===== src/hdl/ofta_pkg.sv =====
// ---------------------------------------------------------------------------
// ofta_pkg: shared types and constants for the oblique-frame torsion angle
// Word formats, arithmetic widths, status codes and the arctangent table.
// ---------------------------------------------------------------------------
`default_nettype none

package ofta_pkg;

	localparam int COORD_BITS      = 16;
	localparam int ANGLE_FRAC_BITS = 7;
	localparam int ANGLE_W         = 15;
	localparam int STATUS_W        = 2;

	// difference, cross product, pairwise product and dot product widths
	localparam int DIFF_W  = COORD_BITS + 1;
	localparam int CROSS_W = 2 * DIFF_W + 1;
	localparam int PROD_W  = 2 * CROSS_W;
	localparam int DOT_W   = PROD_W + 2;
	localparam int LEN_W   = $clog2(DOT_W + 1);

	localparam int KEEP_BITS = 30;
	localparam int SQ_W      = 2 * KEEP_BITS;
	localparam int ROOT_W    = KEEP_BITS + 2;
	localparam int RAD_W     = 2 * ROOT_W;
	localparam int REM_W     = ROOT_W + 2;
	localparam int SQRT_STAGES = ROOT_W / 2;

	localparam int CFRAC    = 20;
	localparam int CSTEPS   = 24;
	localparam int CORDIC_STAGES = CSTEPS / 2;
	localparam int CD_W     = KEEP_BITS + 4;
	localparam int Z_W      = 29;
	localparam int ZC_W     = Z_W - 2;
	localparam int TOT_W    = ZC_W + 1;
	localparam int ROUND_SH = CFRAC - ANGLE_FRAC_BITS;

	localparam logic [ZC_W-1:0]  Z_DEG90   = ZC_W'(90) << CFRAC;
	localparam logic [TOT_W-1:0] Z_DEG180  = TOT_W'(180) << CFRAC;
	localparam logic [TOT_W:0]   ROUND_HALF = (TOT_W+1)'(1) << (ROUND_SH - 1);
	localparam logic [ANGLE_W-1:0] ANGLE_MAX = ANGLE_W'(180) << ANGLE_FRAC_BITS;

	localparam logic [STATUS_W-1:0] ST_OK       = 2'd0;
	localparam logic [STATUS_W-1:0] ST_SINGULAR = 2'd1;
	localparam logic [STATUS_W-1:0] ST_ZERO_VEC = 2'd2;

	// atan(2^-i) in degrees scaled by 2^CFRAC
	localparam logic [Z_W-1:0] ATAN_DEG [CSTEPS] = '{
		29'd47185920, 29'd27855475, 29'd14718068, 29'd7471121, 29'd3750058,
		29'd1876857, 29'd938658, 29'd469357, 29'd234682, 29'd117342,
		29'd58671, 29'd29335, 29'd14668, 29'd7334, 29'd3667, 29'd1833,
		29'd917, 29'd458, 29'd229, 29'd115, 29'd57, 29'd29, 29'd14, 29'd7
	};

	typedef struct packed {
		logic signed [COORD_BITS-1:0] p0_x;
		logic signed [COORD_BITS-1:0] p0_y;
		logic signed [COORD_BITS-1:0] p0_z;
		logic signed [COORD_BITS-1:0] p1_x;
		logic signed [COORD_BITS-1:0] p1_y;
		logic signed [COORD_BITS-1:0] p1_z;
		logic signed [COORD_BITS-1:0] p2_x;
		logic signed [COORD_BITS-1:0] p2_y;
		logic signed [COORD_BITS-1:0] p2_z;
		logic signed [COORD_BITS-1:0] p3_x;
		logic signed [COORD_BITS-1:0] p3_y;
		logic signed [COORD_BITS-1:0] p3_z;
	} in_word_t;

	typedef struct packed {
		logic [ANGLE_W-1:0]  angle_out;
		logic [STATUS_W-1:0] status_code;
	} out_word_t;

	// flags that ride along with a word through the pipeline
	typedef struct packed {
		logic singular;
		logic zero_v;
		logic neg0;
	} ctl_t;

endpackage

`default_nettype wire


===== src/hdl/ofta_sqrt.sv =====
// ---------------------------------------------------------------------------
// ofta_sqrt: pipelined integer square root
// Floor square root, two result bits per stage, flags and x carried along.
// ---------------------------------------------------------------------------
`default_nettype none

module ofta_sqrt (
	input  wire                          clk,
	input  wire                          arst_n,
	input  wire                          in_valid,
	output logic                         in_ready,
	input  wire  [ofta_pkg::RAD_W-1:0]     rad,
	input  wire  [ofta_pkg::KEEP_BITS-1:0] x_in,
	input  ofta_pkg::ctl_t               ctl_in,
	output logic                         out_valid,
	input  wire                          out_ready,
	output logic [ofta_pkg::ROOT_W-1:0]    root,
	output logic [ofta_pkg::KEEP_BITS-1:0] x_out,
	output ofta_pkg::ctl_t               ctl_out
);
	import ofta_pkg::*;

	typedef struct packed {
		logic [REM_W-1:0]     rem;
		logic [ROOT_W-1:0]    root;
		logic [RAD_W-1:0]     rad;
		logic [KEEP_BITS-1:0] x;
		ctl_t                 ctl;
	} sq_t;

	sq_t  stg_s [SQRT_STAGES];
	logic vld_s [SQRT_STAGES];
	logic rdy   [SQRT_STAGES];
	sq_t  nxt   [SQRT_STAGES];

	function automatic sq_t sq_stage(input sq_t s);
		sq_t              r;
		logic [REM_W-1:0] rm;
		logic [REM_W-1:0] t;
		r = s;
		for (int k = 0; k < 2; k++) begin
			rm = {r.rem[REM_W-3:0], r.rad[RAD_W-1 -: 2]};
			t  = {r.root, 2'b01};
			r.rad = {r.rad[RAD_W-3:0], 2'b00};
			if (rm >= t) begin
				r.rem  = rm - t;
				r.root = {r.root[ROOT_W-2:0], 1'b1};
			end else begin
				r.rem  = rm;
				r.root = {r.root[ROOT_W-2:0], 1'b0};
			end
		end
		return r;
	endfunction

	always_comb begin
		sq_t src;
		for (int g = 0; g < SQRT_STAGES; g++) begin
			if (g == 0) begin
				src.rem  = '0;
				src.root = '0;
				src.rad  = rad;
				src.x    = x_in;
				src.ctl  = ctl_in;
			end else begin
				src = stg_s[g-1];
			end
			nxt[g] = sq_stage(src);
		end
	end

	// a stage loads when it is empty or its successor loads
	always_comb begin
		for (int g = SQRT_STAGES - 1; g >= 0; g--) begin
			if (g == SQRT_STAGES - 1) begin
				rdy[g] = !vld_s[g] || out_ready;
			end else begin
				rdy[g] = !vld_s[g] || rdy[g+1];
			end
		end
	end

	always_ff @(posedge clk or negedge arst_n) begin
		if (!arst_n) begin
			for (int g = 0; g < SQRT_STAGES; g++) vld_s[g] <= 1'b0;
		end else begin
			for (int g = 0; g < SQRT_STAGES; g++) begin
				if (rdy[g]) begin
					if (g == 0) vld_s[g] <= in_valid;
					else vld_s[g] <= vld_s[g-1];
				end
			end
		end
	end

	always_ff @(posedge clk) begin
		for (int g = 0; g < SQRT_STAGES; g++) begin
			if (rdy[g]) stg_s[g] <= nxt[g];
		end
	end

	assign in_ready  = rdy[0];
	assign out_valid = vld_s[SQRT_STAGES-1];
	assign root      = stg_s[SQRT_STAGES-1].root;
	assign x_out     = stg_s[SQRT_STAGES-1].x;
	assign ctl_out   = stg_s[SQRT_STAGES-1].ctl;

endmodule

`default_nettype wire


===== config.mk =====
export PLATFORM = sky130hd
export DESIGN_NAME = ofta_sqrt
export DESIGN_NICKNAME = d
export VERILOG_FILES = /design/src/hdl/ofta_pkg.sv /design/src/hdl/ofta_sqrt.sv
export SDC_FILE = /design/constraint.sdc
export NUM_CORES = 2
export LEC_CHECK = 0
export ABC_AREA = 1
export BUFFER_PORTS_ARGS = -buffer_cell sky130_fd_sc_hd__buf_2
export CAP_MARGIN = 10
export CORE_MARGIN = 4
export CORE_UTILIZATION = 47
export DETAILED_ROUTE_END_ITERATION = 16
export PLACE_DENSITY = 0.62
export RECOVER_POWER = 50
export SETUP_SLACK_MARGIN = 0.3
export SYNTH_ARGS = -nofsm -noshare
export SYNTH_HDL_FRONTEND = slang
export SYNTH_SLANG_ARGS = --single-unit

===== constraint.sdc =====
create_clock -name clk -period 73 [get_ports clk]
set_clock_uncertainty 0.1 [all_clocks]
set_input_delay 14.6 -clock clk [delete_from_list [all_inputs] [get_ports clk]]
set_output_delay 14.6 -clock clk [all_outputs]
set_load 0.01 [all_outputs]

==> impl_results.rst <==
.. list-table::
   :header-rows: 1

   * - Metric
     - Value
   * - Mux cell area share after synthesis
     - 0%
   * - Number of buffer cells added on primary ports
     - 167
   * - Total count of max-transition violations in the final report
     - 417
   * - Most common cell type on the critical path
     - nand2_4
   * - Sequential cell area fraction in the yosys report
     - 48.6%
   * - Global-route wire length before repair
     - 499000 um
   * - Number of enable flip-flop cells after synthesis
     - 1739
   * - Met1 Resource Use GR
     - 38.5%
   * - Die H
     - 488 um
   * - Layout area overhead
     - 8.64%
   * - Leading register cell type out of synthesis
     - edfxtp_1
   * - Crit path buffers/inverters
     - 5
   * - Fill cell count
     - 21.7k
   * - Synthesized-area fraction occupied by xor and xnor cells
     - 3.77%
   * - Cell-by-cell listing of the critical path
     - buf_2 -> nor2_1 -> inv_1 -> nor2_1 -> inv_4 -> nor2_1 -> nand2_4 -> nor2_2 -> nand2_4 -> nor2_2 -> nand2_4 -> nor2_2 -> nand2_4 -> buf_4 -> nor2_2 -> nand2_4 -> nor2_2 -> nand2_4 -> nor2_2 -> nand2_4 -> buf_2
   * - Top cells by area, synth
     - edfxtp_1 48%, nand2_1 13%, ha_1 6.5%
   * - Gate count of the mapped netlist
     - 12.8k
   * - Cell family with most CP delay
     - simple AND/OR/NAND/NOR gates
   * - Met3 track demand over resource in global routing
     - 3.15%
   * - Max H-tree Level
     - 4
   * - CTS tree
     - yes
   * - Count of distinct cell types in the synthesized netlist
     - 73
   * - Number of buffers created by CTS
     - 186
   * - Post-Route Setup TNS
     - 0 ps
   * - Combinational family with the most area after synthesis
     - simple AND/OR/NAND/NOR gates
   * - Switching power total
     - 0.00153 W
   * - Worst relative slew slack
     - -107%
   * - # Post-CTS Setup Buffers
     - 0
   * - Synthesized area
     - 0.108 mm^2
   * - Crit path arrival time
     - 19880 ps
   * - Worst min-delay path class
     - flop to flop
   * - Net switching share of the total power
     - 40.0%
   * - Minimum clock period after layout
     - 34580 ps
   * - Worst IR drop on VDD
     - 0.0000232 V
   * - Count of routing violations after the opening detailed-route iteration
     - 7529
   * - Failing checks
     - capacitance limit, slew limit
   * - Clock input transition at the sequential cells of the worst setup and hold paths
     - 60 ps
   * - Count of nets after finishing
     - 13.7k
   * - Leading area contributor after synthesis
     - edfxtp_1
   * - Final cell count without fillers
     - 16.2k
   * - Required @ worst endpoint
     - 58300 ps
   * - Crit Path Category
     - primary input to primary output
   * - Placement row count
     - 175
   * - Kind of end point of the critical path
     - primary output
   * - Remaining number of nets flagged by the antenna check after routing
     - 0
   * - Share of synthesized flip-flops with an asynchronous set or reset
     - 0.912%
   * - Largest buffer count on any clock path
     - 3
   * - Pin count of the biggest net entering global routing
     - 82
   * - Final setup fails
     - 0
   * - Root cell of the clock tree
     - clkbuf_16
   * - Number of design rule violations left after detail routing
     - 0
   * - Die W
     - 488 um
   * - Length of the first detailed-routing pass in iterations
     - 8
   * - Share of power burned in the clock network
     - 24.5%
   * - Routing layer with the top usage in global route
     - met2
   * - Adder and majority gate portion of the synthesized area
     - 6.45%
   * - Cell Int Power
     - 0.00230 W
   * - GRT Residual Overflow
     - 0
   * - Synthesis warning total
     - 0
   * - Proportion of netlist area held by the largest area contributor
     - 48.3%
   * - Count of instances resized after the clock tree is built
     - 0
   * - Result of the run
     - complete, but fails checks
   * - Max cap viols
     - 13
   * - Leakage power total
     - 53.6 nW
   * - Final routed wire length divided by cell count
     - 20.8 um
   * - Sequential power share
     - 39.7%
   * - Half-perimeter wire length after placement
     - 273000 um
   * - Cts hold-fix bufs
     - 0
   * - Dominant cell by count in the synthesized netlist
     - nand2_1
   * - RSZ-0062 raised after global routing
     - false
   * - Number of antenna violations at the first check in global routing
     - 8
   * - Number of sinks on the clock net
     - 1755
   * - Share of synthesized cell area in and, or, nand and nor gates
     - 25.5%
   * - Area fraction in compound gates after synthesis
     - 8.25%
   * - Initial core utilization
     - 47.4%
   * - Aggregate routed wire length
     - 336000 um
   * - Ratio of cells with drive above 1 in the final layout
     - 5.84%
   * - Most numerous cell types in the synthesized netlist
     - 3646 x nand2_1, 1739 x edfxtp_1, 1669 x inv_1, 1276 x nor2_1, 789 x nand3_1
   * - Final period util
     - 47.4%
   * - Via density per instance
     - 5.38
   * - Top-Level Pins
     - 168
   * - Critical Path Source Type
     - primary input
   * - Maximum net fanout on the critical path
     - 64
   * - Power, Total
     - 0.00383 W
   * - Number of placed instances with taps included
     - 15.8k
   * - Critical-path cell with the highest stage delay
     - nand2_4
   * - P per Cell Area
     - 32.6 mW/mm^2
   * - Worst slew pin tran
     - 3100 ps
   * - Synth Register Bits
     - 1755
   * - Via count
     - 87.1k
   * - Core area
     - 0.228 mm^2
   * - Final hold viol count
     - 0
   * - Die Footprint
     - 0.238 mm^2
   * - Latest clock arrival within the worst-skew pair
     - 860 ps
   * - Fmax
     - 0.0289 GHz
   * - Per-instance average area after synthesis
     - 8.44 um^2
   * - Combined global-route utilization of all metal layers
     - 27.5%
   * - Weighted congestion at the end of routability-driven global placement
     - 0.985
   * - Via count of the first global-routing pass
     - 81.9k
   * - Met2 routing resource usage after global routing
     - 43.8%
   * - Delay of the slowest critical-path stage
     - 420 ps
   * - Combinational power share
     - 35.8%
==> flip-flops by register name, indices dropped and copies added, names as in the netlist <==
register   count
stg_s       1739
vld_s         15
out_valid      1
==> layout by cell type, fill, tap and decap left out, types with 33 or more instances in the layout <==
cell type	synthesis	routed
or2_2	39	39
nand3_2	39	33
xor2_1	277	277
nor2_2	58	51
clkbuf_1	50	54
a31oi_1	56	57
nand4_1	221	222
nor2_1	1276	1292
ha_1	558	558
o21ai_0	592	604
a21o_1	50	50
nand2_1	3646	3660
edfxtp_1	1739	1739
clkbuf_16	0	187
o21bai_1	57	57
o21a_1	47	47
inv_1	1669	1677
nand2_2	66	53
nand3b_1	45	45
nor3_1	162	166
nand3_1	789	798
buf_2	34	166
clkinv_1	9	57
xnor2_1	185	185
a21oi_1	677	685
==> logic make-up (layout without fill, tap and decap cells) <==
logic type	count (synthesis)	count (layout)
buffers and inverters	1959	2298
AO/OA/AOI/OAI	1615	1615
XOR/XNOR	464	464
AND/OR/NAND/NOR	6466	6466
other	1	6
adder cells (fa/ha/maj)	558	558
flip-flops	1755	1755
==> final timing paths <==
path	startpoint	to	slack (ps)	cells after the start
worst max-delay path	out_ready	in_ready	38420	21
worst min-delay path	stg_s[0][383]$_DFFE_PP_	stg_s[0][546]$_DFFE_PP_	280	0
worst max register to register	stg_s[1][741]$_DFFE_PP_	stg_s[1][932]$_DFFE_PP_	63710	27
worst min register to register	stg_s[0][383]$_DFFE_PP_	stg_s[0][546]$_DFFE_PP_	280	0
max in group asynchronous	arst_n	vld_s[4]$_DFFE_PN0P_	57330	1
min in group asynchronous	arst_n	out_valid$_DFFE_PN0P_	14260	1
==> final cells by class <==
class	instances	area, um^2	share of cell area [%]
repair buffers	204	1070	0.915
clock inverters	109	1250	1.06
flip-flops and latches	1755	52600	44.8
clock buffers	236	4920	4.19
multi-input cells	9106	47300	40.2
inverters	1749	6590	5.61
diodes	3	7.51	0.00639
well taps	3009	3760	3.20
==> per-layer routing <==
metal | vias to the layer above | wire length (um)
met5 | - | 0
met4 | 0 | 15500
met3 | 527 | 17200
met2 | 2525 | 151000
met1 | 40968 | 152000
li1 | 43050 | -
==> metrics by stage <==
step	hold WS, ps	setup slack (ps)	util, %	area [um^2]
4_1_cts	277	38480	51.7	118000
5_1_grt	282	37830	51.5	117000
3_3_place_gp	300	38450	49.0	112000
2_1_floorplan	300	22980	-	108000
3_5_place_dp	305	38530	49.0	112000
6_report	283	38420	51.5	118000
==> power groups by stage <==
| stage | clock (W) | combinational (W) | sequential [W] |
|---|---|---|---|
| after global routing | 0.00101 | 0.00154 | 0.00154 |
| after global placement | 0 | 0.00135 | 0.00154 |
| after floorplan | 0 | 0.000991 | 0.00144 |
| after detailed placement | 0 | 0.00136 | 0.00154 |
| after CTS | 0.000965 | 0.00137 | 0.00152 |
| final | 0.000939 | 0.00137 | 0.00152 |
(Power assumes the default switching activity.)
